<file path="src/rtl/slp_pkg.sv">
// shared types, codes and the crc-8 step for the slip led packet receiver
package slp_pkg;

  // slip framing bytes
  localparam logic [7:0] SLIP_END  = 8'hC0;
  localparam logic [7:0] SLIP_ESC  = 8'hDB;
  localparam logic [7:0] SLIP_TEND = 8'hDC;
  localparam logic [7:0] SLIP_TESC = 8'hDD;

  // configuration register indexes
  localparam int unsigned CFG_IDX_W = 3;
  localparam logic [CFG_IDX_W-1:0] CFG_MY_ADDRESS     = 3'd0;
  localparam logic [CFG_IDX_W-1:0] CFG_BCAST_ADDRESS  = 3'd1;
  localparam logic [CFG_IDX_W-1:0] CFG_CRC_POLYNOMIAL = 3'd2;
  localparam logic [CFG_IDX_W-1:0] CFG_CODE_NOOP      = 3'd3;
  localparam logic [CFG_IDX_W-1:0] CFG_CODE_RGB       = 3'd4;
  localparam logic [CFG_IDX_W-1:0] CFG_CODE_LATCH     = 3'd5;
  localparam logic [CFG_IDX_W-1:0] CFG_CODE_RGB_LATCH = 3'd6;
  localparam logic [CFG_IDX_W-1:0] CFG_CODE_BAUD      = 3'd7;

  // frame status codes
  localparam logic [2:0] ST_COMPLETE   = 3'd0;
  localparam logic [2:0] ST_INCOMPLETE = 3'd1;
  localparam logic [2:0] ST_OVERRUN    = 3'd2;
  localparam logic [2:0] ST_BAD_CRC    = 3'd3;
  localparam logic [2:0] ST_BAD_TYPE   = 3'd4;

  typedef struct packed {
    logic [7:0] my_address;
    logic [7:0] broadcast_address;
    logic [7:0] crc_polynomial;
    logic [7:0] code_noop;
    logic [7:0] code_rgb;
    logic [7:0] code_latch;
    logic [7:0] code_rgb_latch;
    logic [7:0] code_baud;
  } cfg_t;

  typedef struct packed {
    logic [2:0]  frame_status;
    logic        do_noop;
    logic        do_rgb;
    logic        do_latch;
    logic        do_baud;
    logic [7:0]  red;
    logic [7:0]  green;
    logic [7:0]  blue;
    logic [23:0] baud_rate;
  } result_t;

  // one byte through the msb-first crc-8, eight shift steps
  function automatic logic [7:0] crc8_byte(input logic [7:0] crc, input logic [7:0] b,
                                           input logic [7:0] poly);
    logic [7:0] v;
    v = crc ^ b;
    for (int i = 0; i < 8; i++) begin
      if (v[7]) begin
        v = {v[6:0], 1'b0} ^ poly;
      end else begin
        v = {v[6:0], 1'b0};
      end
    end
    return v;
  endfunction

endpackage

</file>
<file path="src/rtl/slp_if.sv">
// word channels: raw bus bytes in, frame reports out
interface slp_byte_if;
  logic       valid;
  logic       ready;
  logic [7:0] rx_byte;

  modport source (output valid, output rx_byte, input ready);
  modport sink   (input valid, input rx_byte, output ready);
endinterface

interface slp_result_if;
  logic        valid;
  logic        ready;
  logic [2:0]  frame_status;
  logic        do_noop;
  logic        do_rgb;
  logic        do_latch;
  logic        do_baud;
  logic [7:0]  red;
  logic [7:0]  green;
  logic [7:0]  blue;
  logic [23:0] baud_rate;

  modport source (output valid, output frame_status, output do_noop, output do_rgb,
                  output do_latch, output do_baud, output red, output green,
                  output blue, output baud_rate, input ready);
  modport sink   (input valid, input frame_status, input do_noop, input do_rgb,
                  input do_latch, input do_baud, input red, input green,
                  input blue, input baud_rate, output ready);
endinterface

</file>
<file path="src/rtl/slp_cfg_regs.sv">
// configuration register bank
module slp_cfg_regs (
  input  logic                          clk,
  input  logic                          rst_n,
  input  logic                          cfg_we,
  input  logic [slp_pkg::CFG_IDX_W-1:0] cfg_index,
  input  logic [7:0]                    cfg_wdata,
  output slp_pkg::cfg_t                 cfg
);

  slp_pkg::cfg_t cfg_r;

  always_ff @(posedge clk) begin
    if (!rst_n) begin
      cfg_r.my_address        <= 8'd0;
      cfg_r.broadcast_address <= 8'd255;
      cfg_r.crc_polynomial    <= 8'd7;
      cfg_r.code_noop         <= 8'd0;
      cfg_r.code_rgb          <= 8'd1;
      cfg_r.code_latch        <= 8'd2;
      cfg_r.code_rgb_latch    <= 8'd3;
      cfg_r.code_baud         <= 8'd4;
    end else if (cfg_we) begin
      unique case (cfg_index)
        slp_pkg::CFG_MY_ADDRESS:     cfg_r.my_address        <= cfg_wdata;
        slp_pkg::CFG_BCAST_ADDRESS:  cfg_r.broadcast_address <= cfg_wdata;
        slp_pkg::CFG_CRC_POLYNOMIAL: cfg_r.crc_polynomial    <= cfg_wdata;
        slp_pkg::CFG_CODE_NOOP:      cfg_r.code_noop         <= cfg_wdata;
        slp_pkg::CFG_CODE_RGB:       cfg_r.code_rgb          <= cfg_wdata;
        slp_pkg::CFG_CODE_LATCH:     cfg_r.code_latch        <= cfg_wdata;
        slp_pkg::CFG_CODE_RGB_LATCH: cfg_r.code_rgb_latch    <= cfg_wdata;
        slp_pkg::CFG_CODE_BAUD:      cfg_r.code_baud         <= cfg_wdata;
        default: ;
      endcase
    end
  end

  assign cfg = cfg_r;

endmodule

</file>
<file path="src/rtl/slp_parser.sv">
// slip unescape and packet parser state, one raw byte per step
module slp_parser (
  input  logic             clk,
  input  logic             rst_n,
  input  slp_pkg::cfg_t    cfg,
  input  logic             step,
  input  logic [7:0]       raw_byte,
  output logic             res_fire,
  output slp_pkg::result_t res
);

  localparam logic [3:0] PH_IDLE    = 4'd0;
  localparam logic [3:0] PH_TYPE    = 4'd1;
  localparam logic [3:0] PH_BAUD1   = 4'd2;
  localparam logic [3:0] PH_BAUD2   = 4'd3;
  localparam logic [3:0] PH_BAUD3   = 4'd4;
  localparam logic [3:0] PH_COUNT   = 4'd5;
  localparam logic [3:0] PH_RED     = 4'd6;
  localparam logic [3:0] PH_GREEN   = 4'd7;
  localparam logic [3:0] PH_BLUE    = 4'd8;
  localparam logic [3:0] PH_CRC     = 4'd9;
  localparam logic [3:0] PH_END     = 4'd10;
  localparam logic [3:0] PH_OVERRUN = 4'd11;
  localparam logic [3:0] PH_BADCRC  = 4'd12;
  localparam logic [3:0] PH_BADTYPE = 4'd13;

  localparam logic [2:0] KIND_NONE  = 3'd0;
  localparam logic [2:0] KIND_NOOP  = 3'd1;
  localparam logic [2:0] KIND_RGB   = 3'd2;
  localparam logic [2:0] KIND_LATCH = 3'd3;
  localparam logic [2:0] KIND_RGBL  = 3'd4;
  localparam logic [2:0] KIND_BAUD  = 3'd5;

  typedef struct packed {
    logic [3:0]  phase;
    logic        esc;
    logic [7:0]  crc;
    logic [7:0]  dest;
    logic [7:0]  taddr;
    logic        found;
    logic [7:0]  kind;
    logic [23:0] baud;
    logic [7:0]  left;
    logic [7:0]  pend_r;
    logic [7:0]  pend_g;
    logic [7:0]  held_r;
    logic [7:0]  held_g;
    logic [7:0]  held_b;
  } pstate_t;

  pstate_t st_r, st_nxt;

  // first match wins on equal codes
  function automatic logic [2:0] classify(input logic [7:0] t, input slp_pkg::cfg_t c);
    if (t == c.code_noop)      return KIND_NOOP;
    if (t == c.code_rgb)       return KIND_RGB;
    if (t == c.code_latch)     return KIND_LATCH;
    if (t == c.code_rgb_latch) return KIND_RGBL;
    if (t == c.code_baud)      return KIND_BAUD;
    return KIND_NONE;
  endfunction

  logic       parse_en;
  logic [7:0] d;
  logic [7:0] crc_upd;
  logic [7:0] left_dec;
  logic [2:0] kind_in;
  logic [2:0] kind_end;
  logic [7:0] eff;

  // unescape front end
  always_comb begin
    parse_en = 1'b0;
    d        = raw_byte;
    res_fire = 1'b0;
    if (st_r.esc) begin
      if (raw_byte == slp_pkg::SLIP_TEND) begin
        parse_en = 1'b1;
        d        = slp_pkg::SLIP_END;
      end else if (raw_byte == slp_pkg::SLIP_TESC) begin
        parse_en = 1'b1;
        d        = slp_pkg::SLIP_ESC;
      end
    end else if (raw_byte == slp_pkg::SLIP_END) begin
      res_fire = 1'b1;
    end else if (raw_byte != slp_pkg::SLIP_ESC) begin
      parse_en = 1'b1;
    end
  end

  assign crc_upd  = slp_pkg::crc8_byte((st_r.phase == PH_IDLE) ? 8'd0 : st_r.crc, d,
                                       cfg.crc_polynomial);
  assign left_dec = st_r.left - 8'd1;
  assign kind_in  = classify(d, cfg);

  // next state
  always_comb begin
    st_nxt     = st_r;
    st_nxt.esc = !st_r.esc && (raw_byte == slp_pkg::SLIP_ESC);
    if (res_fire) begin
      st_nxt.phase = PH_IDLE;
    end else if (parse_en) begin
      unique case (st_r.phase)
        PH_IDLE: begin
          st_nxt.crc   = crc_upd;
          st_nxt.dest  = d;
          st_nxt.taddr = d;
          st_nxt.found = 1'b0;
          st_nxt.phase = PH_TYPE;
        end
        PH_TYPE: begin
          st_nxt.crc  = crc_upd;
          st_nxt.kind = d;
          case (kind_in)
            KIND_NOOP, KIND_LATCH: st_nxt.phase = PH_CRC;
            KIND_RGB, KIND_RGBL:   st_nxt.phase = PH_COUNT;
            KIND_BAUD:             st_nxt.phase = PH_BAUD1;
            default:               st_nxt.phase = PH_BADTYPE;
          endcase
        end
        PH_BAUD1: begin
          st_nxt.crc   = crc_upd;
          st_nxt.baud  = {16'd0, d};
          st_nxt.phase = PH_BAUD2;
        end
        PH_BAUD2: begin
          st_nxt.crc   = crc_upd;
          st_nxt.baud  = {st_r.baud[15:0], d};
          st_nxt.phase = PH_BAUD3;
        end
        PH_BAUD3: begin
          st_nxt.crc   = crc_upd;
          st_nxt.baud  = {st_r.baud[15:0], d};
          st_nxt.phase = PH_CRC;
        end
        PH_COUNT: begin
          st_nxt.crc   = crc_upd;
          st_nxt.left  = d;
          st_nxt.phase = PH_RED;
        end
        PH_RED: begin
          st_nxt.crc    = crc_upd;
          st_nxt.pend_r = d;
          st_nxt.phase  = PH_GREEN;
        end
        PH_GREEN: begin
          st_nxt.crc    = crc_upd;
          st_nxt.pend_g = d;
          st_nxt.phase  = PH_BLUE;
        end
        PH_BLUE: begin
          st_nxt.crc = crc_upd;
          if (st_r.taddr == cfg.my_address || st_r.taddr == cfg.broadcast_address) begin
            st_nxt.held_r = st_r.pend_r;
            st_nxt.held_g = st_r.pend_g;
            st_nxt.held_b = d;
            st_nxt.found  = 1'b1;
          end
          st_nxt.taddr = st_r.taddr + 8'd1;
          st_nxt.left  = left_dec;
          st_nxt.phase = (left_dec != 8'd0) ? PH_RED : PH_CRC;
        end
        PH_CRC:  st_nxt.phase = (d == st_r.crc) ? PH_END : PH_BADCRC;
        PH_END:  st_nxt.phase = PH_OVERRUN;
        default: ;
      endcase
    end
  end

  // frame report from the state before the end byte
  assign eff      = st_r.found ? cfg.my_address : st_r.dest;
  assign kind_end = classify(st_r.kind, cfg);

  always_comb begin
    res.do_noop  = 1'b0;
    res.do_rgb   = 1'b0;
    res.do_latch = 1'b0;
    res.do_baud  = 1'b0;
    case (st_r.phase)
      PH_END:     res.frame_status = slp_pkg::ST_COMPLETE;
      PH_OVERRUN: res.frame_status = slp_pkg::ST_OVERRUN;
      PH_BADCRC:  res.frame_status = slp_pkg::ST_BAD_CRC;
      PH_BADTYPE: res.frame_status = slp_pkg::ST_BAD_TYPE;
      default:    res.frame_status = slp_pkg::ST_INCOMPLETE;
    endcase
    if (st_r.phase == PH_END &&
        (eff == cfg.my_address || eff == cfg.broadcast_address)) begin
      case (kind_end)
        KIND_NOOP:  res.do_noop = 1'b1;
        KIND_RGB:   res.do_rgb  = (st_r.left == 8'd0);
        KIND_LATCH: res.do_latch = 1'b1;
        KIND_RGBL: begin
          res.do_rgb   = (st_r.left == 8'd0);
          res.do_latch = 1'b1;
        end
        KIND_BAUD:  res.do_baud = (eff == cfg.broadcast_address);
        default: ;
      endcase
    end
    res.red       = st_r.held_r;
    res.green     = st_r.held_g;
    res.blue      = st_r.held_b;
    res.baud_rate = st_r.baud;
  end

  // idle phase is code zero, so clearing the whole state idles the parser
  always_ff @(posedge clk) begin
    if (!rst_n) begin
      st_r <= '0;
    end else if (step) begin
      st_r <= st_nxt;
    end
  end

endmodule

</file>
<file path="src/rtl/slip_led_packet_receiver.sv">
// top level: slip led packet receiver with input word register and result register
//
//   channel   dir   handshake           payload
//   in_if     in    valid/ready         rx_byte[7:0]
//   out_if    out   valid/ready         frame_status, do_*, red/green/blue, baud_rate
//   cfg_*     in    cfg_we (no wait)    cfg_index[2:0], cfg_wdata[7:0]
//
// one word per cycle unless an end word waits on a stalled report; a word's
// parser step (byte-wide crc unrolled into the step) runs from the input register
// a report passes from the parser through the result register to out_if
// reset (rst_n low, synchronous) restores register defaults and idles the parser
// a stalled report holds the output register; only end words wait on it
module slip_led_packet_receiver (
  input  logic                          clk,
  input  logic                          rst_n,
  slp_byte_if.sink                      in_if,
  slp_result_if.source                  out_if,
  input  logic                          cfg_we,
  input  logic [slp_pkg::CFG_IDX_W-1:0] cfg_index,
  input  logic [7:0]                    cfg_wdata
);

  slp_pkg::cfg_t    cfg;
  slp_pkg::result_t res;
  slp_pkg::result_t out_data_r;
  logic             res_fire;
  logic             in_vld_r;
  logic [7:0]       in_byte_r;
  logic             out_vld_r;
  logic             advance;

  slp_cfg_regs u_cfg (
    .clk       (clk),
    .rst_n     (rst_n),
    .cfg_we    (cfg_we),
    .cfg_index (cfg_index),
    .cfg_wdata (cfg_wdata),
    .cfg       (cfg)
  );

  slp_parser u_parser (
    .clk      (clk),
    .rst_n    (rst_n),
    .cfg      (cfg),
    .step     (advance),
    .raw_byte (in_byte_r),
    .res_fire (res_fire),
    .res      (res)
  );

  // the registered word moves on unless it is an end word facing a full, stalled result reg
  assign advance     = in_vld_r && (!res_fire || !out_vld_r || out_if.ready);
  assign in_if.ready = !in_vld_r || advance;

  // input word register
  always_ff @(posedge clk) begin
    if (!rst_n) begin
      in_vld_r <= 1'b0;
    end else if (in_if.ready) begin
      in_vld_r <= in_if.valid;
    end
  end

  always_ff @(posedge clk) begin
    if (in_if.ready && in_if.valid) begin
      in_byte_r <= in_if.rx_byte;
    end
  end

  // result register
  always_ff @(posedge clk) begin
    if (!rst_n) begin
      out_vld_r <= 1'b0;
    end else if (advance && res_fire) begin
      out_vld_r <= 1'b1;
    end else if (out_if.ready) begin
      out_vld_r <= 1'b0;
    end
  end

  always_ff @(posedge clk) begin
    if (advance && res_fire) begin
      out_data_r <= res;
    end
  end

  assign out_if.valid        = out_vld_r;
  assign out_if.frame_status = out_data_r.frame_status;
  assign out_if.do_noop      = out_data_r.do_noop;
  assign out_if.do_rgb       = out_data_r.do_rgb;
  assign out_if.do_latch     = out_data_r.do_latch;
  assign out_if.do_baud      = out_data_r.do_baud;
  assign out_if.red          = out_data_r.red;
  assign out_if.green        = out_data_r.green;
  assign out_if.blue         = out_data_r.blue;
  assign out_if.baud_rate    = out_data_r.baud_rate;

endmodule

</file>
<file path="src/flat_wrapper.sv">
// flat-port wrapper written by rule: the top's interface ports become plain ports
module slip_led_packet_receiver_flat 
  (clk, rst_n, cfg_we, cfg_index, cfg_wdata, in_if_valid, in_if_rx_byte, in_if_ready, out_if_valid, out_if_frame_status, out_if_do_noop, out_if_do_rgb, out_if_do_latch, out_if_do_baud, out_if_red, out_if_green, out_if_blue, out_if_baud_rate, out_if_ready);
  slp_byte_if in_if_i ();
  slp_result_if out_if_i ();
  input  logic clk;
  input  logic rst_n;
  input  logic cfg_we;
  input  logic [slp_pkg::CFG_IDX_W-1:0] cfg_index;
  input  logic [7:0] cfg_wdata;
  input wire logic [$bits(in_if_i.valid)-1:0] in_if_valid;
  input wire logic [$bits(in_if_i.rx_byte)-1:0] in_if_rx_byte;
  output wire logic [$bits(in_if_i.ready)-1:0] in_if_ready;
  output wire logic [$bits(out_if_i.valid)-1:0] out_if_valid;
  output wire logic [$bits(out_if_i.frame_status)-1:0] out_if_frame_status;
  output wire logic [$bits(out_if_i.do_noop)-1:0] out_if_do_noop;
  output wire logic [$bits(out_if_i.do_rgb)-1:0] out_if_do_rgb;
  output wire logic [$bits(out_if_i.do_latch)-1:0] out_if_do_latch;
  output wire logic [$bits(out_if_i.do_baud)-1:0] out_if_do_baud;
  output wire logic [$bits(out_if_i.red)-1:0] out_if_red;
  output wire logic [$bits(out_if_i.green)-1:0] out_if_green;
  output wire logic [$bits(out_if_i.blue)-1:0] out_if_blue;
  output wire logic [$bits(out_if_i.baud_rate)-1:0] out_if_baud_rate;
  input wire logic [$bits(out_if_i.ready)-1:0] out_if_ready;
  assign in_if_i.valid = in_if_valid;
  assign in_if_i.rx_byte = in_if_rx_byte;
  assign in_if_ready = in_if_i.ready;
  assign out_if_valid = out_if_i.valid;
  assign out_if_frame_status = out_if_i.frame_status;
  assign out_if_do_noop = out_if_i.do_noop;
  assign out_if_do_rgb = out_if_i.do_rgb;
  assign out_if_do_latch = out_if_i.do_latch;
  assign out_if_do_baud = out_if_i.do_baud;
  assign out_if_red = out_if_i.red;
  assign out_if_green = out_if_i.green;
  assign out_if_blue = out_if_i.blue;
  assign out_if_baud_rate = out_if_i.baud_rate;
  assign out_if_i.ready = out_if_ready;
  slip_led_packet_receiver u_core (.clk(clk), .rst_n(rst_n), .in_if(in_if_i), .out_if(out_if_i), .cfg_we(cfg_we), .cfg_index(cfg_index), .cfg_wdata(cfg_wdata));
endmodule
</file>
<file path="config.mk">
export PLATFORM = sky130hd
export DESIGN_NAME = slip_led_packet_receiver_flat
export DESIGN_NICKNAME = d
export VERILOG_FILES = /design/src/rtl/slp_pkg.sv /design/src/rtl/slp_if.sv /design/src/rtl/slp_cfg_regs.sv /design/src/rtl/slp_parser.sv /design/src/rtl/slip_led_packet_receiver.sv /design/src/flat_wrapper.sv
export SDC_FILE = /design/constraint.sdc
export NUM_CORES = 1
export LEC_CHECK = 0
export BUFFER_PORTS_ARGS = -buffer_cell sky130_fd_sc_hd__buf_2
export CORE_MARGIN = 2
export CORE_UTILIZATION = 52
export CTS_BUF_LIST = sky130_fd_sc_hd__clkbuf_16
export DETAILED_ROUTE_END_ITERATION = 16
export GPL_TIMING_DRIVEN = 0
export PLACE_DENSITY = 0.7
export SLEW_MARGIN = 10
export SYNTH_ARGS = -nofsm -noshare
export SYNTH_HDL_FRONTEND = slang
export SYNTH_HIERARCHICAL = 1
export SYNTH_SLANG_ARGS = --single-unit
export TNS_END_PERCENT = 10
</file>
<file path="constraint.sdc">
create_clock -name clk -period 5.5 [get_ports clk]
set_clock_uncertainty 0.05 [all_clocks]
set_input_delay 1.1 -clock clk [delete_from_list [all_inputs] [get_ports clk]]
set_output_delay 1.1 -clock clk [all_outputs]
set_load 0.03 [all_outputs]
</file>
# Word-level counts from Yosys, hierarchy flattened
# Cells that the tools add are included.
# Widths: inputs -> output; s select.
# word_totals
register_bits	239
in_bits	24
out_inout_bits	57
wordCells	233
# classes
addsub	2
n_eq_ne	51
mux	85
bitwise	10
n_reduce_logical	51
# op_table
cell	n
$eq 8x8->1	15
$mux 8	13
$xor 8x8->8	9
$mux 3	21
$pmux 24 s2	1
$pmux 4 s11	1
$mux 1	42
$eq 8x8->1 const B	4
$reduce_and 4->1	8
$eq 3x3->1 const B	8
$eq 4x4->1 const B	6
$reduce_and 2->1	10
$eq 3x2->1 const B	6
$pmux 9 s2	1
$eq 4x3->1 const B	4
$pmux 8 s2	1
$mux 4	3
$pmux 3 s4	1
$pmux 4 s3	1
$reduce_bool 12->1	1
$reduce_and 5->1	2
$reduce_bool 2->1	5
$reduce_or 2->1	5
$eq 3x1->1 const B	3
16 further kinds	28

# Longest topological paths before layout
# Gate-level depths: netlist (run 1).
# logic_depth
depth_word	27
depth_mapped	16
mapped_depth_nobuf	13

# Hierarchy
# Netlist (run 1), hierarchy kept.
# by_module_without_submodules
module	n_inst	cells_each	area_per_inst_um2	seq_area_each_um2
slp_parser	1	1094	8700.8	2202.1
slp_cfg_regs	1	237	2468.6	1281.2
slip_led_packet_receiver	1	75	2009.4	1931.9

# Worst setup path after synthesis (run 1)
# OpenSTA, ideal clock, no wires.
# synth_path
path_kind	register -> register
start	reg u_core/u_parser/st_r[107] (netlist name)
end	reg u_core/u_parser/st_r[104] (netlist name)
setup_time_ns	0.116
arrival_ns	4.441
required_time_ns	5.334
path_slack_ns	0.893
stages_incl_launch_ff	15
n_path_buf	1
period_less_slack_ns	4.607
cell_sequence	dfxtp_1 -> buf_2 -> o41a_1 -> xor2_1 -> nand2_2 -> xor2_4 -> xnor2_2 -> mux2_4 -> a311oi_4 -> xnor3_1 -> xor2_1 -> nand2_1 -> xnor3_1 -> a2111o_1 -> o211a_1
# synth_via
elab_chain_len	18
word_cells_on_any_way	29
cone_classes	8 x eq/ne; 9 x mux; 9 x bitwise; 3 x reduce/logical
# synth_rtl
item	line	rtl
start: declaration	slp_parser.sv:51	pstate_t st_r, st_nxt;
start signal: assignment	slp_parser.sv:211	st_r <= st_nxt;
$logic_not 4->1	slp_parser.sv:91, slp_parser.sv:103	
$mux 8	slp_parser.sv:91	assign crc_upd = slp_pkg::crc8_byte((st_r.phase == PH_IDLE) ? 8'd0 : st_r.crc, d,
$xor 8x8->8	slp_pkg.sv:55	v = crc ^ b;
$mux 8 / $xor 8x8->8 (equally long branches)	slp_pkg.sv:57, slp_pkg.sv:58	
$xor 8x8->8 / $mux 8 (equally long branches)	slp_pkg.sv:58, slp_pkg.sv:57	
$mux 8 / $xor 8x8->8 (equally long branches)	slp_pkg.sv:57, slp_pkg.sv:58	
$xor 8x8->8 / $mux 8 (equally long branches)	slp_pkg.sv:58, slp_pkg.sv:57	
$mux 8 / $xor 8x8->8 (equally long branches)	slp_pkg.sv:57, slp_pkg.sv:58	
[... 2 more ...]	--	
$xor 8x8->8 / $mux 8 (equally long branches)	slp_pkg.sv:58, slp_pkg.sv:57	
$mux 8 / $xor 8x8->8 (equally long branches)	slp_pkg.sv:57, slp_pkg.sv:58	
$xor 8x8->8 / $mux 8 (equally long branches)	slp_pkg.sv:58, slp_pkg.sv:57	
$mux 8 / $xor 8x8->8 (equally long branches)	slp_pkg.sv:57, slp_pkg.sv:58	
$xor 8x8->8 / $mux 8 (equally long branches)	slp_pkg.sv:58, slp_pkg.sv:57	
$mux 8 / $xor 8x8->8 (equally long branches)	slp_pkg.sv:57, slp_pkg.sv:58	
$xor 8x8->8 / $mux 8 (equally long branches)	slp_pkg.sv:58, slp_pkg.sv:57	
$mux 8	slp_pkg.sv:57	if (v[7]) begin
# Parallel ways exist; a longest one is shown, timed or not.
# A chain may end at the register's enable or synchronous reset.

# Final worst setup path (run 1)
# layout_path
start	reg u_core/u_parser/st_r[106] (netlist name)
end	reg u_core/u_parser/st_r[104] (netlist name)
# The elaborated chain is that of the path after synthesis.

==> reports/qor.txt, run 1 <==
P_leak - 6.27 nW
Maximum clock insertion buffer count - 3
Clk root buf - clkbuf_16
Largest net degree at the start of global routing - 35
Netlist cell types - 87
Max FO, Critical Path - 10
Number of synthesized register bits - 239
Grt met1 use - 0.346
Synth Area in Compound Gates - 0.112
Synth Area in XOR/XNOR - 0.131
Initial core utilization - 0.526
Row count - 58
Synth Warn # - 6
Worst EP required - 5880 ps
Power Total - 0.00447 W
Buffers on Ports - 76
RSZ-0062 raised after global routing - no
Core Region - 0.0250 sq mm
Final worst slack - 219 ps
GR peak layer - met2
Vias per cell - 5.74
Min-Delay Path Class - reg2reg
Total CTS buffers - 25
First-pass GRT wire length - 53.8 mm
Pre-antenna DRT Iters - 5
Die Y - 163 um
Nets - 1538
WL/cell - 18.3 um
Maxcap violations - 0
Ys flop type - dfxtp_1
N_diodes - 0
Post-synthesis simple-gate area fraction - 0.178
Min Tclk post-route - 5280 ps
Max Slew Vio Count - 0
Crit start category - flip-flop
Die area - 0.0266 sq mm
Critical Path AT - 5660 ps
Met3 Track Usage GR - 0.0274
Clk slew on worst S/H paths - 60 ps
Fmax - 189 MHz
Register area share after synthesis - 0.411
Die width - 163 um
GRT Resource Usage Total - 0.254
Adder-cell share of the synthesized area - 0.00285
Setup violators final - 0
# DRC - 0
FFs w/ async S/R, synth - 0
Hold buffers post-CTS - 0
Syn Nets - 1433
IO Pins - 81
Final Hold Vio Count - 0
Area Overhead vs Synth - 13.3%
Hold Slack - 409 ps
Worst-Skew Late Latency - 540 ps
Power per cell area - 300 mW/mm^2
Largest family of logic cells by synthesized area - simple AND/OR/NAND/NOR gates
Dpl ws - 301 ps
GP Congestion - 0.946
Final HPWL DP - 24.4 mm
Crit path kind - reg2reg
DRT iter0 DRCs - 1048
Layout cell share with drive strength beyond 1 - 0.137
CTS tree - built
Worst slew margin - 0.140
Htree depth - 1
CTS Sinks - 239
Grt total ovfl - 0
Met2 usage in global routing - 0.419
Initial antenna violation count - 0
Worst setup EP type - flip-flop
Peak supply drop - 0.000263 V
Vias - 10700
Cells after Synth - 1406
Mux cell area share after synthesis - 0.101
Drt total wl - 34.0 mm
Final period utilization - 0.960
Status - complete, no violations
Number of global-route vias before repair - 9977
Final ANT Viol Nets - 0
Number of synthesized flops with an enable pin - 63
Worst-margin pin slew - 1280 ps
Syn_area_per_cell - 9.37 sq um
Syn Std Cell Area - 0.0132 sq mm
-- power by group --
| group | leakage, nW | switching [W] | total, W | internal (W) |
|---|---|---|---|---|
| Sequential | 2.04 | 0.0000592 | 0.00190 | 0.00184 |
| Combinational | 3.79 | 0.000480 | 0.000803 | 0.000324 |
| Clock | 0.437 | 0.000714 | 0.00177 | 0.00105 |
-- metal layers --
layer  vias to the layer above  wire length [um]  share of wire
li1                       5109                 -              -
met1                      5061             15000           0.44
met2                       420             15800           0.47
met3                        83              2050          0.060
met4                         0              1170          0.034
met5                         -                 0              0
-- critical path, cell delays in order, from the launching register on --
cell      delay (ps)
dfxtp_1          400
clkbuf_1         380
or4_1            230
clkbuf_1         430
nand2_1          240
xor2_1           350
o21ai_1          210
nand2_1          330
a211oi_1         190
a311oi_4         400
xnor3_1          440
xor2_1           460
nand2_1          140
xnor3_1          390
a2111o_1         400
o211a_1          130
-- what timing repair did --
item | 4_1_cts | 5_1_grt
setup buffers | 0 | 0
gates resized for setup | 0 | 4
setup endpoints to repair | 0 | 4
-- registers in the layout, indices dropped and copies added (netlist names) --
| name | count |
|---|---|
| u_core/u_cfg/cfg | 64 |
| u_core/u_parser/st_r | 62 |
| u_core/u_parser/res | 48 |
| u_core/out_if.baud_rate | 24 |
| u_core/in_byte_r | 8 |
| u_core/out_if.blue | 8 |
| u_core/out_if.green | 8 |
| u_core/out_if.red | 8 |
| u_core/out_if.frame_status | 3 |
| u_core/in_vld_r | 1 |
| u_core/out_if.do_baud | 1 |
| u_core/out_if.do_latch | 1 |
| u_core/out_if.do_noop | 1 |
| u_core/out_if.do_rgb | 1 |
| u_core/out_if.valid | 1 |
-- cell usage after synthesis (all sizes together) (5+ instances only) --
| cell | instances | area [sq um] |
|---|---|---|
| a211oi | 6 | 45.0 |
| o22ai | 5 | 31.3 |
| nor2b | 35 | 219 |
| a311oi | 6 | 76.3 |
| nand4 | 13 | 81.3 |
| o41a | 6 | 67.6 |
| and2 | 8 | 50.1 |
| nor4 | 22 | 138 |
| xnor2 | 87 | 815 |
| nand3 | 30 | 150 |
| and3 | 9 | 56.3 |
| a21boi | 5 | 37.5 |
| clkbuf | 70 | 263 |
| xor2 | 78 | 709 |
| edfxtp | 63 | 1890 |
| nor3 | 35 | 180 |
| o31ai | 5 | 37.5 |
| o211ai | 12 | 90.1 |
| a21oi | 49 | 245 |
| xnor3 | 7 | 158 |
| nand2b | 8 | 50.1 |
| a22oi | 26 | 195 |
| nand4b | 5 | 58.8 |
| o21ai | 34 | 170 |
| buf | 72 | 497 |
| mux2i | 128 | 1280 |
| inv | 20 | 75.1 |
| nand3b | 8 | 60.1 |
| dfxtp | 176 | 3520 |
| o311ai | 10 | 87.6 |
| nand2 | 141 | 532 |
| nor2 | 153 | 574 |
-- stage by stage --
stage	setup TNS, ps	util	instances	cell area, sq um
floorplan	0	-	1406	13200
global placement	-16770	0.558	1812	14000
detailed placement	0	0.560	1814	14000
CTS	0	0.595	1860	14900
global route	0	0.596	1860	14900
finish	0	0.596	1860	14900
-- cells in the final DEF, fill, tap and decap left out, types with 8 or more instances in the layout --
master       n
nor3_1      34
nand3b_1     8
nor2_1     151
dfxtp_1    176
clkbuf_16   26
buf_4       48
xor2_1      75
clkbuf_1    70
nor4_1      21
o21ai_0     31
nand2_1    140
nand4_1     13
edfxtp_1    63
nand3_1     30
o211ai_1    12
mux2i_1    128
inv_1       23
a21oi_1     49
nor2b_1     35
buf_2       89
and3_1       9
and2_1       8
xnor2_1     82
a22oi_1     26
nand2b_1     8
-- path summary, 6_finish.rpt --
kind	slack [ps]	cells after the start	from	to
hold / removal	410	2	u_core/u_cfg/cfg[45]	u_core/u_cfg/cfg[45]
hold reg to reg	410	2	u_core/u_cfg/cfg[45]	u_core/u_cfg/cfg[45]
setup / recovery	220	15	u_core/u_parser/st_r[106]	u_core/u_parser/st_r[104]
setup reg to reg	220	15	u_core/u_parser/st_r[106]	u_core/u_parser/st_r[104]
-- logic make-up (layout without fill, tap and decap cells) --
group | Yosys count | after routing
flops | 239 | 239
compound gates | 206 | 206
buf+inv | 163 | 287
simple gates | 489 | 489
fa+ha+maj | 3 | 3
mux | 132 | 132
xor+xnor | 174 | 174
-- area by class of cell --
cell class                 count  area [sq um]
clock inverter                20           215
inverter                      21          78.8
timing repair buffer          78           412
clock buffer                  26           651
tap                          330           413
sequential                   239          5420
fill                        2200         10100
buffer                       142           759
multi-input combinational   1004          6980
(Power assumes the default switching activity.)
==> run 2, diff against run 1 <==
--- a/config.mk
+++ b/config.mk
@@ -6,7 +6,7 @@
 export NUM_CORES = 1
 export LEC_CHECK = 0
 export BUFFER_PORTS_ARGS = -buffer_cell sky130_fd_sc_hd__buf_2
-export CORE_MARGIN = 2
+export CORE_MARGIN = 1.5
 export CORE_UTILIZATION = 52
 export CTS_BUF_LIST = sky130_fd_sc_hd__clkbuf_16
 export DETAILED_ROUTE_END_ITERATION = 16
==> reports/qor.txt, run 2 (same netlist as run 1, synthesis figures left out) <==
Drt total wl - 33.6 mm (-1.1%)
Crit path kind - reg2reg
P_leak - 6.23 nW (-0.59%)
CP Launch Point - u_core/u_parser/st_r[107]
Post-CTS setup buffers - 0 (unchanged)
CP delay by family, top - XOR/XNOR gates
Power per cell area - 286 mW/mm^2 (-4.5%)
PostCTS Resize Cnt - 0 (unchanged)
Met2 wire len - 15.2 mm (-4.0%)
Final Hold Vio Count - 0 (unchanged)
Die Y - 162 um (-0.61%)
Max Slew Vio Count - 0 (unchanged)
Worst setup EP type - flip-flop
Worst EP required - 5870 ps (about the same)
Final design utilization - 0.591 (-0.00550)
Total CTS buffers - 25 (unchanged)
Power Total - 0.00423 W (-5.3%)
Min Tclk post-route - 5170 ps (-116 ps)
Final period utilization - 0.939 (-0.0211)
Maxcap violations - 0 (unchanged)
Hold_sp - u_core/u_cfg/cfg[45]
Worst r2r src - u_core/u_parser/st_r[107]
Placed Instance Area - 0.0140 sq mm (about the same)
Pre-antenna DRT Iters - 5 (unchanged)
Max layer used - met4
Vias per cell - 5.68 (-1.0%)
Most common cell after layout, fill and taps aside - dfxtp_1
Htree depth - 1 (unchanged)
DRT iter0 DRCs - 992 (-5.3%)
Number of flip-flops in the largest register - 64 (unchanged)
WL/cell - 18.1 um (-1.0%)
Final HPWL DP - 24.3 mm (-0.27%)
Clk root buf - clkbuf_16
Crit-path cells - buf_2 > o41a_1 > xor2_1 > nand2_2 > xor2_4 > xnor2_4 > mux2_4 > a311oi_4 > xnor3_1 > xor2_1 > nand2_1 > xnor3_1 > a2111o_1 > o211a_1
WL met1 - 15.1 mm (+0.93%)
Initial antenna violation count - 0 (unchanged)
Setup TNS - 0 ps (unchanged)
CTS Sinks - 239 (unchanged)
Buffers on Ports - 76 (unchanged)
Buf/Inv on CP - 1 (-1)
Worst path max stage delay - 570 ps (+110 ps)
Min-Delay Path Class - reg2reg
Final ANT Viol Nets - 0 (unchanged)
Fmax - 194 MHz (+2.2%)
CTS tree - built
Critical Path AT - 5540 ps (-120 ps)
Grt total ovfl - 0 (unchanged)
Number of global-route vias before repair - 9608 (-3.7%)
Die area - 0.0263 sq mm (-1.2%)
Vias - 10600 (-1.1%)
Worst slew margin - 0.152 (+0.0115)
Initial core utilization - 0.526 (unchanged)
# DRC - 0 (unchanged)
Area Overhead vs Synth - 12.2%
Setup violators final - 0 (unchanged)
Clk slew on worst S/H paths - 60 ps (about the same)
Die width - 162 um (-0.61%)
Most frequent cells in the layout - dfxtp_1, nor2_1, nand2_1, mux2i_1, buf_2
Core Region - 0.0250 sq mm (unchanged)
Maximum clock insertion buffer count - 3 (unchanged)
Row count - 58 (unchanged)
Hold buffers post-CTS - 0 (unchanged)
Worst-Skew Late Latency - 540 ps (about the same)
CP max stage cell - o41a_1
Status - complete, no violations
Layout cell share with drive strength beyond 1 - 0.133 (-0.00375)
N_diodes - 0 (unchanged)
First-pass GRT wire length - 52.7 mm (-2.2%)
Largest net degree at the start of global routing - 35 (unchanged)
Worst-margin pin slew - 1260 ps (-17.1 ps)
Peak supply drop - 0.000256 V (-2.7%)
Post-route cell area - 0.0148 sq mm (-0.92%)
Nets - 1538 (unchanged)
Met3 wire length - 2.37 mm (+16%)
GP Congestion - 0.942 (-0.49%)
RSZ-0062 raised after global routing - no
GRT Resource Usage Total - 0.253 (-0.00151)
IO Pins - 81 (unchanged)
Crit start category - flip-flop
Max FO, Critical Path - 10 (unchanged)
==> run 2: changes by cell type in the layout (fill, tap and decap cells not counted), sizes merged <==
cell / delta
inv: +6
bufinv: -4
clkinv: -4
==> run 2: worst reg2reg max path: cells and delay by family (launching register included) <==
family / cells / cell delay, ps
muxes: 1 / 360
DFF: 1 / 290
buffers and inverters: 1 / 160
xor gates and xnor gates: 6 / 2350
AOI/OAI and AO/OA: 4 / 1470
and+or+nand+nor: 2 / 380
==> run 2: routing by layer <==
layer	track usage	vias to the layer above
met1	0.350	4969
met3	0.0391	69
met4	0.0730	0
met5	0	-
met2	0.410	414
li1	-	5099
==> run 2: final timing paths <==
kind	to	slack, ps	cells after the start
setup / recovery	u_core/u_parser/st_r[104]	330	14
hold / removal	u_core/u_cfg/cfg[45]	410	2
setup reg to reg	u_core/u_parser/st_r[104]	330	14
hold reg to reg	u_core/u_cfg/cfg[45]	410	2
==> run 2: per-stage QoR <==
stage | worst slack [ps] | std cells | hold slack (ps)
floorplan | 893 | 1406 | 381
global placement | -275 | 1812 | 397
detailed placement | 289 | 1814 | 407
CTS | 232 | 1858 | 417
global route | 12.8 | 1858 | 428
finish | 335 | 1858 | 410
==> run 2: final cells by class <==
class	instances	area (sq um)
buffer	142	761
clock buffer	26	651
clock inverter	18	87.6
fill	2195	10200
inverter	21	78.8
multi-input combinational	1004	6970
sequential	239	5420
tap	330	413
timing repair buffer	78	412
==> run 2: report_power, final <==
group / switching (W) / internal [W] / total [W] / leakage, nW
clock: 0.000683 / 0.000852 / 0.00153 / 0.404
sequential: 0.0000575 / 0.00184 / 0.00190 / 2.04
combinational: 0.000476 / 0.000323 / 0.000799 / 3.79
total: 0.00122 / 0.00302 / 0.00423 / 6.23
==> run 3, diff against run 2 <==
==> constraint.sdc (replaced) <==
create_clock -name clk -period 6.1 [get_ports clk]
set_clock_uncertainty 0.05 [all_clocks]
set_input_delay 1.22 -clock clk [delete_from_list [all_inputs] [get_ports clk]]
set_output_delay 1.22 -clock clk [all_outputs]
set_load 0.03 [all_outputs]
==> reports/qor.txt, run 3 (same netlist as run 1, synthesis figures left out) <==
Htree depth - 1 (unchanged)
RSZ-0062 raised after global routing - no
Number of flip-flops in the largest register - 64 (unchanged)
Total CTS buffers - 25 (unchanged)
PostCTS Resize Cnt - 0 (unchanged)
Clk root buf - clkbuf_16
Crit path kind - reg2reg
Max Slew Vio Count - 0 (unchanged)
Grt total ovfl - 0 (unchanged)
Placed Instances - 1814 (unchanged)
Cell-internal power - 0.00272 W (-9.9%)
Final ANT Viol Nets - 0 (unchanged)
Die area - 0.0263 sq mm (unchanged)
P_leak - 6.23 nW (about the same)
Nets - 1538 (unchanged)
Max FO, Critical Path - 10 (unchanged)
Combinational share of power - 0.188 (about the same)
Min-Delay Path Class - reg2reg
Critical Path AT - 5740 ps (+200 ps)
Peak supply drop - 0.000231 V (-9.8%)
Setup violators final - 0 (unchanged)
Core Region - 0.0250 sq mm (unchanged)
Worst EP required - 6470 ps (+600 ps)
Row count - 58 (unchanged)
Fmax - 186 MHz (-3.7%)
# DRC - 0 (unchanged)
Final worst slack - 737 ps (+403 ps)
Crit start category - flip-flop
Post-Layout Cell Count - 1858 (unchanged)
Initial core utilization - 0.526 (unchanged)
NetSw - 0.00109 W (-10%)
First-pass GRT wire length - 52.7 mm (unchanged)
Dpl ws - 889 ps (+600 ps)
N_diodes - 0 (unchanged)
Crit-path cells - clkbuf_1 > or4_1 > clkbuf_1 > nand2_1 > xor2_1 > nor3_2 > nor2_1 > a311oi_2 > a311oi_4 > xnor3_1 > xor2_1 > nand2_1 > xnor3_1 > a2111o_1 > o211a_1
Area Overhead vs Synth - 12.1%
Die width - 162 um (unchanged)
Hold buffers post-CTS - 0 (unchanged)
Largest net degree at the start of global routing - 35 (unchanged)
Worst setup EP type - flip-flop
Most frequent cells in the layout - dfxtp_1, nor2_1, nand2_1, mux2i_1, buf_2
GRT Resource Usage Total - 0.253 (unchanged)
Seq pwr share - 0.449 (about the same)
Final Hold Vio Count - 0 (unchanged)
Worst-margin pin slew - 1300 ps (+40.8 ps)
Initial antenna violation count - 0 (unchanged)
Pre-antenna DRT Iters - 5 (unchanged)
Maxcap violations - 0 (unchanged)
Layout cell share with drive strength beyond 1 - 0.132 (-0.00131)
CTS tree - built
Setup TNS - 0 ps (unchanged)
Min Tclk post-route - 5360 ps (+197 ps)
Worst-Skew Late Latency - 540 ps (about the same)
Fill count - 2201 (+0.27%)
Sw Share - 0.287 (-0.000586)
Drt total wl - 33.6 mm (about the same)
Clk slew on worst S/H paths - 60 ps (about the same)
Worst path max stage delay - 590 ps (+20 ps)
Number of global-route vias before repair - 9608 (unchanged)
WL/cell - 18.1 um (about the same)
Vias per cell - 5.69 (+0.15%)
Post-CTS setup buffers - 0 (unchanged)
Clock power frac - 0.363 (about the same)
Final period utilization - 0.879 (-0.0600)
Hold path depth - 2 (unchanged)
Reg2reg path depth - 15 (+1)
Buffers on Ports - 76 (unchanged)
IO Pins - 81 (unchanged)
CP max stage cell - nor2_1
CTS Sinks - 239 (unchanged)
Power per cell area - 258 mW/mm^2 (-9.9%)
Die Y - 162 um (unchanged)
Final HPWL DP - 24.3 mm (unchanged)
Maximum clock insertion buffer count - 3 (unchanged)
Most common cell after layout, fill and taps aside - dfxtp_1
Status - complete, no violations
Vias - 10600 (+0.15%)
DRT iter0 DRCs - 1011 (+1.9%)
GP Congestion - 0.942 (unchanged)
Worst slew margin - 0.124 (-0.0274)
## run 3: final timing paths
kind / from / endpoint / slack (ps)
max: u_core/u_parser/st_r[106] / u_core/u_parser/st_r[104] / 740
min: u_core/u_cfg/cfg[45] / u_core/u_cfg/cfg[45] / 410
max reg2reg: u_core/u_parser/st_r[106] / u_core/u_parser/st_r[104] / 740
min reg2reg: u_core/u_cfg/cfg[45] / u_core/u_cfg/cfg[45] / 410
## run 3: layout make-up
class	count	area, sq um	area share
clock inverters	18	87.6	0.00593
repair buffers	78	412	0.0279
multi-input cells	1004	6960	0.471
inverters	21	78.8	0.00534
well taps	330	413	0.0279
clock buffers	26	651	0.0440
plain buffers	142	759	0.0514
flip-flops and latches	239	5420	0.367
## run 3: critical path: cells and delay by family, from the launching register on
family                    cells  cell delay [ps]
xor gates and xnor gates      4             1610
AOI/OAI and AO/OA             4             1030
and+or+nand+nor               5             1330
DFF                           1              400
buffers and inverters         2              820
## run 3: per-layer routing
metal	GRT usage	routed length, um
met3	0.0391	2250
met2	0.410	15300
met4	0.0730	936
met1	0.350	15200
met5	0	0
## run 3: through the flow
stage	power [W]	cell area (sq um)	hold WS [ps]	utilization
5_1_grt	0.00397	14800	428	0.590
6_report	0.00381	14800	412	0.590
4_1_cts	0.00382	14800	417	0.590
3_5_place_dp	0.00245	14000	407	0.561
3_3_place_gp	0.00243	14000	397	0.558
2_1_floorplan	0.00227	13200	381	-
## run 3: power groups by stage
stage | clock, W | sequential (W) | combinational [W]
after floorplan | 0 | 0.00173 | 0.000543
after global placement | 0 | 0.00174 | 0.000691
after detailed placement | 0 | 0.00174 | 0.000702
after CTS | 0.00141 | 0.00171 | 0.000706
after global routing | 0.00149 | 0.00172 | 0.000770
final | 0.00138 | 0.00171 | 0.000717
